===== config.mk =====
export PLATFORM = sky130hd
export DESIGN_NAME = rgb_pixel_color_filter
export DESIGN_NICKNAME = d
export VERILOG_FILES = /design/src/hw/rtl/rpcf_pkg.sv /design/src/hw/rtl/rpcf_mult_stage.sv /design/src/hw/rtl/rpcf_sum_stage.sv /design/src/hw/rtl/rpcf_out_stage.sv /design/src/hw/rtl/rgb_pixel_color_filter.sv
export SDC_FILE = /design/constraint.sdc
export NUM_CORES = 2
export LEC_CHECK = 0
export ABC_AREA = 1
export BUFFER_PORTS_ARGS = -buffer_cell sky130_fd_sc_hd__buf_2
export CAP_MARGIN = 20
export CORE_UTILIZATION = 45
export DETAILED_ROUTE_END_ITERATION = 10
export PLACE_DENSITY = 0.68
export SLEW_MARGIN = 0
export SYNTH_ARGS = -nofsm -noshare
export SYNTH_HDL_FRONTEND = slang
export SYNTH_HIERARCHICAL = 1
export SYNTH_SLANG_ARGS = --single-unit

===== constraint.sdc =====
create_clock -name clock -period 15 [get_ports clock]
set_input_delay 1.5 -clock clock [delete_from_list [all_inputs] [get_ports clock]]
set_output_delay 1.5 -clock clock [all_outputs]
set_load 0.05 [all_outputs]

===== src/hw/rtl/rpcf_pkg.sv =====
`timescale 1ns / 1ps
// ---------------------------------------------------------------------------
// rpcf_pkg
// Shared types, widths and coefficient tables of the rgb pixel colour filter.
// ---------------------------------------------------------------------------
package rpcf_pkg;

   localparam int COLOR_W    = 8;
   localparam int COEF_W     = 16;
   localparam int FRAC_W     = 16;
   localparam int PROD_W     = COLOR_W + COEF_W;
   // three products of at most 255 * 50397 each stay below 2^26
   localparam int SUM_W      = PROD_W + 2;
   localparam int LEVEL_W    = SUM_W - FRAC_W;
   localparam int CHANNELS   = 3;
   localparam int CSR_IDX_W  = 2;
   localparam int CSR_DATA_W = 8;

   localparam logic [COLOR_W-1:0] MAX_COLOR_RESET = 8'd255;

   typedef enum logic [1:0] {
      MODE_GRAY     = 2'd0,
      MODE_SEPIA    = 2'd1,
      MODE_NEGATIVE = 2'd2,
      MODE_PASS     = 2'd3
   } filter_mode_type;

   typedef enum logic [CSR_IDX_W-1:0] {
      CSR_FILTER_MODE = 2'd0,
      CSR_MAX_COLOR   = 2'd1
   } csr_index_type;

   typedef struct packed {
      logic [COLOR_W-1:0] red_in;
      logic [COLOR_W-1:0] green_in;
      logic [COLOR_W-1:0] blue_in;
   } req_type;

   typedef struct packed {
      logic [COLOR_W-1:0] red_out;
      logic [COLOR_W-1:0] green_out;
      logic [COLOR_W-1:0] blue_out;
   } rsp_type;

   typedef logic [CHANNELS-1:0][COLOR_W-1:0] chan_type;

   typedef struct packed {
      logic [CHANNELS-1:0][CHANNELS-1:0][PROD_W-1:0] prod;
      req_type                                       px;
   } prod_stage_type;

   typedef struct packed {
      logic [CHANNELS-1:0][LEVEL_W-1:0] level;
      req_type                          px;
   } sum_stage_type;

   // channel 0 red, 1 green, 2 blue
   function automatic chan_type split_pixel(input req_type px);
      chan_type c;
      c[0] = px.red_in;
      c[1] = px.green_in;
      c[2] = px.blue_in;
      return c;
   endfunction

   // q0.16 weight of input channel col for output channel row
   function automatic logic [COEF_W-1:0] coef_lookup(input filter_mode_type mode,
                                                     input logic [1:0] row,
                                                     input logic [1:0] col);
      logic [COEF_W-1:0] c;
      c = '0;
      if (mode == MODE_GRAY) begin
         case (col)
            2'd0:    c = 16'd19595;
            2'd1:    c = 16'd38470;
            2'd2:    c = 16'd7471;
            default: c = '0;
         endcase
      end else begin
         case ({row, col})
            4'b00_00: c = 16'd25756;
            4'b00_01: c = 16'd50397;
            4'b00_10: c = 16'd12386;
            4'b01_00: c = 16'd22872;
            4'b01_01: c = 16'd44958;
            4'b01_10: c = 16'd11010;
            4'b10_00: c = 16'd17826;
            4'b10_01: c = 16'd34996;
            4'b10_10: c = 16'd8585;
            default:  c = '0;
         endcase
      end
      return c;
   endfunction

endpackage


===== src/hw/rtl/rpcf_mult_stage.sv =====
`timescale 1ns / 1ps
// ---------------------------------------------------------------------------
// rpcf_mult_stage
// First pipeline stage: nine channel by weight products, registered.
// ---------------------------------------------------------------------------
module rpcf_mult_stage (
   input  logic                     clock,
   input  logic                     reset,
   input  rpcf_pkg::filter_mode_type filter_mode,
   input  logic                     in_valid,
   output logic                     in_ready,
   input  rpcf_pkg::req_type        in_data,
   output logic                     out_valid,
   input  logic                     out_ready,
   output rpcf_pkg::prod_stage_type out_data
);

   logic                     valid_ff;
   logic                     valid_in;
   rpcf_pkg::prod_stage_type data_ff;
   rpcf_pkg::prod_stage_type data_in;

   always_comb begin
      rpcf_pkg::chan_type c;
      c = rpcf_pkg::split_pixel(in_data);
      data_in.px = in_data;
      for (int r = 0; r < rpcf_pkg::CHANNELS; r++) begin
         for (int k = 0; k < rpcf_pkg::CHANNELS; k++) begin
            data_in.prod[r][k] = rpcf_pkg::PROD_W'(c[k]) *
               rpcf_pkg::PROD_W'(rpcf_pkg::coef_lookup(filter_mode, 2'(r), 2'(k)));
         end
      end
   end

   assign in_ready = !valid_ff || out_ready;
   assign valid_in = in_ready ? in_valid : valid_ff;

   always_ff @(posedge clock) begin
      if (reset) begin
         valid_ff <= 1'b0;
      end else begin
         valid_ff <= valid_in;
      end
   end

   always_ff @(posedge clock) begin
      if (in_valid && in_ready) begin
         data_ff <= data_in;
      end
   end

   assign out_valid = valid_ff;
   assign out_data  = data_ff;

endmodule


===== src/hw/rtl/rpcf_sum_stage.sv =====
`timescale 1ns / 1ps
// ---------------------------------------------------------------------------
// rpcf_sum_stage
// Second pipeline stage: per channel sum of products, truncated to integer.
// ---------------------------------------------------------------------------
module rpcf_sum_stage (
   input  logic                     clock,
   input  logic                     reset,
   input  logic                     in_valid,
   output logic                     in_ready,
   input  rpcf_pkg::prod_stage_type in_data,
   output logic                     out_valid,
   input  logic                     out_ready,
   output rpcf_pkg::sum_stage_type  out_data
);

   logic                    valid_ff;
   logic                    valid_in;
   rpcf_pkg::sum_stage_type data_ff;
   rpcf_pkg::sum_stage_type data_in;

   always_comb begin
      logic [rpcf_pkg::SUM_W-1:0] sum;
      data_in.px = in_data.px;
      for (int r = 0; r < rpcf_pkg::CHANNELS; r++) begin
         sum = rpcf_pkg::SUM_W'(in_data.prod[r][0]) + rpcf_pkg::SUM_W'(in_data.prod[r][1]) +
               rpcf_pkg::SUM_W'(in_data.prod[r][2]);
         // drop the fraction bits
         data_in.level[r] = sum[rpcf_pkg::SUM_W-1:rpcf_pkg::FRAC_W];
      end
   end

   assign in_ready = !valid_ff || out_ready;
   assign valid_in = in_ready ? in_valid : valid_ff;

   always_ff @(posedge clock) begin
      if (reset) begin
         valid_ff <= 1'b0;
      end else begin
         valid_ff <= valid_in;
      end
   end

   always_ff @(posedge clock) begin
      if (in_valid && in_ready) begin
         data_ff <= data_in;
      end
   end

   assign out_valid = valid_ff;
   assign out_data  = data_ff;

endmodule


===== src/hw/rtl/rpcf_out_stage.sv =====
`timescale 1ns / 1ps
// ---------------------------------------------------------------------------
// rpcf_out_stage
// Last pipeline stage: clamp, mode select and low bit copy into the result.
// ---------------------------------------------------------------------------
module rpcf_out_stage (
   input  logic                      clock,
   input  logic                      reset,
   input  rpcf_pkg::filter_mode_type filter_mode,
   input  logic [rpcf_pkg::COLOR_W-1:0] max_color,
   input  logic                      in_valid,
   output logic                      in_ready,
   input  rpcf_pkg::sum_stage_type   in_data,
   output logic                      out_valid,
   input  logic                      out_ready,
   output rpcf_pkg::rsp_type         out_data
);

   logic              valid_ff;
   logic              valid_in;
   rpcf_pkg::rsp_type data_ff;
   rpcf_pkg::rsp_type data_in;

   always_comb begin
      rpcf_pkg::chan_type          c;
      rpcf_pkg::chan_type          res;
      logic [rpcf_pkg::COLOR_W-1:0] clamped;
      c   = rpcf_pkg::split_pixel(in_data.px);
      res = '0;
      for (int k = 0; k < rpcf_pkg::CHANNELS; k++) begin
         if (in_data.level[k] > rpcf_pkg::LEVEL_W'(max_color)) begin
            clamped = max_color;
         end else begin
            clamped = in_data.level[k][rpcf_pkg::COLOR_W-1:0];
         end
         case (filter_mode)
            rpcf_pkg::MODE_GRAY,
            rpcf_pkg::MODE_SEPIA:    res[k] = clamped;
            rpcf_pkg::MODE_NEGATIVE: res[k] = ~c[k];
            default:                 res[k] = c[k];
         endcase
         // keep the hidden low bit of the source channel
         res[k][0] = c[k][0];
      end
      data_in.red_out   = res[0];
      data_in.green_out = res[1];
      data_in.blue_out  = res[2];
   end

   assign in_ready = !valid_ff || out_ready;
   assign valid_in = in_ready ? in_valid : valid_ff;

   always_ff @(posedge clock) begin
      if (reset) begin
         valid_ff <= 1'b0;
      end else begin
         valid_ff <= valid_in;
      end
   end

   always_ff @(posedge clock) begin
      if (in_valid && in_ready) begin
         data_ff <= data_in;
      end
   end

   assign out_valid = valid_ff;
   assign out_data  = data_ff;

endmodule


===== src/hw/rtl/rgb_pixel_color_filter.sv =====
`timescale 1ns / 1ps
// ---------------------------------------------------------------------------
// rgb_pixel_color_filter
// Grayscale, sepia or negative filter on a stream of 8-bit rgb pixels.
// ---------------------------------------------------------------------------
// Takes one pixel beat per clock and returns one filtered pixel beat per
// clock while rsp_ready stays high (multiply, sum, clamp/select stages,
// each with its own valid bit so a stalled result holds the pipe without
// losing or repeating a beat). Register 0 selects the filter (0 grayscale,
// 1 sepia, 2 negative, 3 pass-through), register 1 is the clamp for
// grayscale and sepia. Bit 0 of each output channel is copied from its input
// channel. Registers are to be written only while no pixel is in flight.
module rgb_pixel_color_filter (
   input  logic                              clock,
   input  logic                              reset,
   input  logic                              req_valid,
   output logic                              req_ready,
   input  rpcf_pkg::req_type                 req_data,
   output logic                              rsp_valid,
   input  logic                              rsp_ready,
   output rpcf_pkg::rsp_type                 rsp_data,
   input  logic                              csr_valid,
   output logic                              csr_ready,
   input  logic [rpcf_pkg::CSR_IDX_W-1:0]    csr_index,
   input  logic [rpcf_pkg::CSR_DATA_W-1:0]   csr_data
);

   rpcf_pkg::filter_mode_type    filter_mode_ff;
   logic [rpcf_pkg::COLOR_W-1:0] max_color_ff;

   logic                     s1_valid;
   logic                     s1_ready;
   rpcf_pkg::prod_stage_type s1_data;
   logic                     s2_valid;
   logic                     s2_ready;
   rpcf_pkg::sum_stage_type  s2_data;

   assign csr_ready = 1'b1;

   always_ff @(posedge clock) begin
      if (reset) begin
         filter_mode_ff <= rpcf_pkg::MODE_GRAY;
         max_color_ff   <= rpcf_pkg::MAX_COLOR_RESET;
      end else if (csr_valid && csr_ready) begin
         case (csr_index)
            rpcf_pkg::CSR_FILTER_MODE: filter_mode_ff <= rpcf_pkg::filter_mode_type'(csr_data[1:0]);
            rpcf_pkg::CSR_MAX_COLOR:   max_color_ff   <= csr_data[rpcf_pkg::COLOR_W-1:0];
            default: ;
         endcase
      end
   end

   rpcf_mult_stage u_mult (
      .clock       (clock),
      .reset       (reset),
      .filter_mode (filter_mode_ff),
      .in_valid    (req_valid),
      .in_ready    (req_ready),
      .in_data     (req_data),
      .out_valid   (s1_valid),
      .out_ready   (s1_ready),
      .out_data    (s1_data)
   );

   rpcf_sum_stage u_sum (
      .clock     (clock),
      .reset     (reset),
      .in_valid  (s1_valid),
      .in_ready  (s1_ready),
      .in_data   (s1_data),
      .out_valid (s2_valid),
      .out_ready (s2_ready),
      .out_data  (s2_data)
   );

   rpcf_out_stage u_out (
      .clock       (clock),
      .reset       (reset),
      .filter_mode (filter_mode_ff),
      .max_color   (max_color_ff),
      .in_valid    (s2_valid),
      .in_ready    (s2_ready),
      .in_data     (s2_data),
      .out_valid   (rsp_valid),
      .out_ready   (rsp_ready),
      .out_data    (rsp_data)
   );

endmodule


==> reports/qor.csv <==
metric,value,unit
IO Port Bufs,64,
layout cell share with drive strength beyond 1,4.28,%
DRT antenna net count,0,
sequential area share after synthesis,22.1,%
Fmax achieved,156,MHz
"commonest cells after routing, fill and taps aside","inv_1 (1295), nand2_1 (1255), ha_1 (616)",
Synth Warn #,6,
Post-Syn Area,0.0426,mm²
Worst Tran Pin Value,1.08,ns
Synth area leaders,"edfxtp_1 (21%), fa_1 (20%), ha_1 (18%)",
filler instances,9201,
critical path's largest stage delay,0.86,ns
Final Cycle Share,42.6,%
unrepaired setup endpoints after global routing,false,
register area,0.00942,mm²
RePlAce Congestion,0.989,
total CTS buffers,39,
worst min path class,flip-flop to flip-flop,
worst-skew pair later-pin latency,0.59,ns
P&R area growth vs syn,7.60,%
slowest cell on the critical path,nor2_1,
final slew viol count,0,
#FFs+latches synth,318,
largest net degree at the start of global routing,77,
CP startpoint kind,flip-flop,
WL/cell,18.2,µm
CTS resizes,0,
setup TNS,0,ns
Post-DP HPWL,104,mm
TritonCTS clock tree,built,
Final Skew,0.0336,ns
cts hold-fix bufs,0,
most frequent CP cell,inv_1,
"commonest non-fill, non-tap cell in the layout",inv_1,
Final Setup Violations,0,
area occupied by multi-input gates,0.0282,mm²
Post-Syn Area per Cell,8.12,µm²
share of the synthesized area in the top cell type,21.5,%
via count,33400,
overall die height,310,µm
Final nets,6459,
Netlist cell types,50,
vias in the first global route,33200,
Max Cap Viol,0,
grt ovf,0,
post-CTS setup buffer count,0,
first-pass GRT wire length,188,mm
Post-Route WL,121,mm
Final Hold Viols,0,
Initial Util,45.5,%
die area,0.0960,mm²
Post-route DRC,0,
CORE AREA,0.0936,mm²
DRT Pass-1 Iters,7,
buffers and inverters on the worst path,7,
Crit Path Category,flip-flop to flip-flop,
gr usage total,25.8,%
"area leader, netlist",edfxtp_1,
Crit Path Max Fanout,33,
worst endpoint required time,15.34,ns
final setup margin,8.60,ns
CTS root buf,clkbuf_16,
placement row count,112,
H-tree Lvls,2,
outcome,"finished, final reports clean",
dpl ws,8.17,ns
Max-Slew Margin vs Limit,28.0,%
Top delay family on crit path,adder cells,
die width,310,µm
Worst Path Arrival,6.74,ns
CTS Sinks,318,
Synth Instances,5250,
fin crit period,6.40,ns
Detailed Route Iter0 Violations,2276,
I/O Pins,66,
cell chain of the critical path,"nor2_8, buf_4, inv_4, nor2_1, inv_1, fa_1, inv_1, fa_1, inv_1, fa_1, fa_1, inv_1, ha_1, nand2_1, nor2_1, inv_1, nor3_1, nand2_1, nand3_1, nand2_1",
clock tree buffer depth,3,
initial antenna violation count,6,
crit end category,flip-flop,
clk slew on worst S/H paths,0.06,ns
vias per inst,5.03,
[metal layers]
layer | routed length [µm] | share of wire (%) | GRT usage [%]
met2 | 56200 | 46 | 43.0
met5 | 23 | 0.019 | 0
met4 | 4750 | 3.9 | 9.22
met1 | 53200 | 44 | 34.7
met3 | 7070 | 5.8 | 2.98
[area by class of cell]
cell class / count / area share, %
Tap cell: 1254 / 3.42
Clock inverter: 19 / 0.507
Antenna cell: 2 / 0.0109
Inverter: 1317 / 10.8
Multi-Input combinational cell: 3615 / 61.4
Timing Repair Buffer: 78 / 0.936
Clock buffer: 51 / 2.36
Sequential cell: 318 / 20.5
[path summary, 6_finish.rpt]
| path | startpoint | cells after the start | slack, ns | endpoint |
|---|---|---|---|---|
| worst max register to register | filter_mode_ff[1]$_SDFFE_PP0P_ | 20 | 8.60 | u_mult/out_data[234]$_DFFE_PP_ |
| worst min-delay path | u_mult/out_data[3]$_DFFE_PP_ | 0 | 0.42 | u_sum/out_data[3]$_DFFE_PP_ |
| worst min register to register | u_mult/out_data[3]$_DFFE_PP_ | 0 | 0.42 | u_sum/out_data[3]$_DFFE_PP_ |
| worst max-delay path | filter_mode_ff[1]$_SDFFE_PP0P_ | 20 | 8.60 | u_mult/out_data[234]$_DFFE_PP_ |
[state kept, by name, summed over array words and instances (netlist names)]
| signal | count |
|---|---|
| u_mult/out_data | 227 |
| u_sum/out_data | 54 |
| u_out/out_data | 24 |
| max_color_ff | 8 |
| filter_mode_ff | 2 |
| u_mult/out_valid | 1 |
| u_out/out_valid | 1 |
| u_sum/out_valid | 1 |
[cells by family (layout without fill, tap and decap cells)]
family | count (synthesis) | in the layout | synth area share [%]
flip-flops | 318 | 318 | 22.1
adder cells (fa/ha/maj) | 1051 | 1051 | 38.5
other | 3 | 44 | 0.0264
AO/OA/AOI/OAI | 372 | 372 | 4.73
AND/OR/NAND/NOR | 2058 | 2058 | 20.5
XOR/XNOR | 92 | 92 | 1.89
buffers and inverters | 1356 | 1465 | 12.2
[cell usage after synthesis (all sizes together)]
| cell type | number |
|---|---|
| clkbuf | 13 |
| xor2 | 75 |
| ha | 616 |
| dfxtp | 13 |
| nor3b | 4 |
| a21oi | 237 |
| nand4 | 36 |
| a31oi | 5 |
| conb | 3 |
| a31o | 2 |
| nor3 | 41 |
| xnor2 | 17 |
| inv | 1314 |
| o21bai | 23 |
| nand3b | 4 |
| nand3 | 289 |
| o21a | 3 |
| and3 | 2 |
| nor2 | 379 |
| edfxtp | 305 |
| nor4 | 1 |
| a21o | 15 |
| buf | 26 |
| o211ai | 1 |
| nand2 | 1275 |
| clkinv | 3 |
| o21ai | 80 |
| and2 | 21 |
| a21boi | 5 |
| o31ai | 1 |
| fa | 435 |
| or2 | 6 |
[per-stage QoR]
step | hold slack (ns) | instance area (µm²) | utilization, % | instances
after floorplan | 0.400 | 42800 | - | 5289
after global placement | 0.402 | 44500 | 47.6 | 6581
after detailed placement | 0.405 | 44500 | 47.6 | 6582
after CTS | 0.419 | 45900 | 49.0 | 6652
after global routing | 0.422 | 45900 | 49.0 | 6653
final | 0.419 | 45900 | 49.0 | 6654
Power is not shown: default switching activity piles up to over one toggle a cycle in this logic, so the estimate is an artifact.
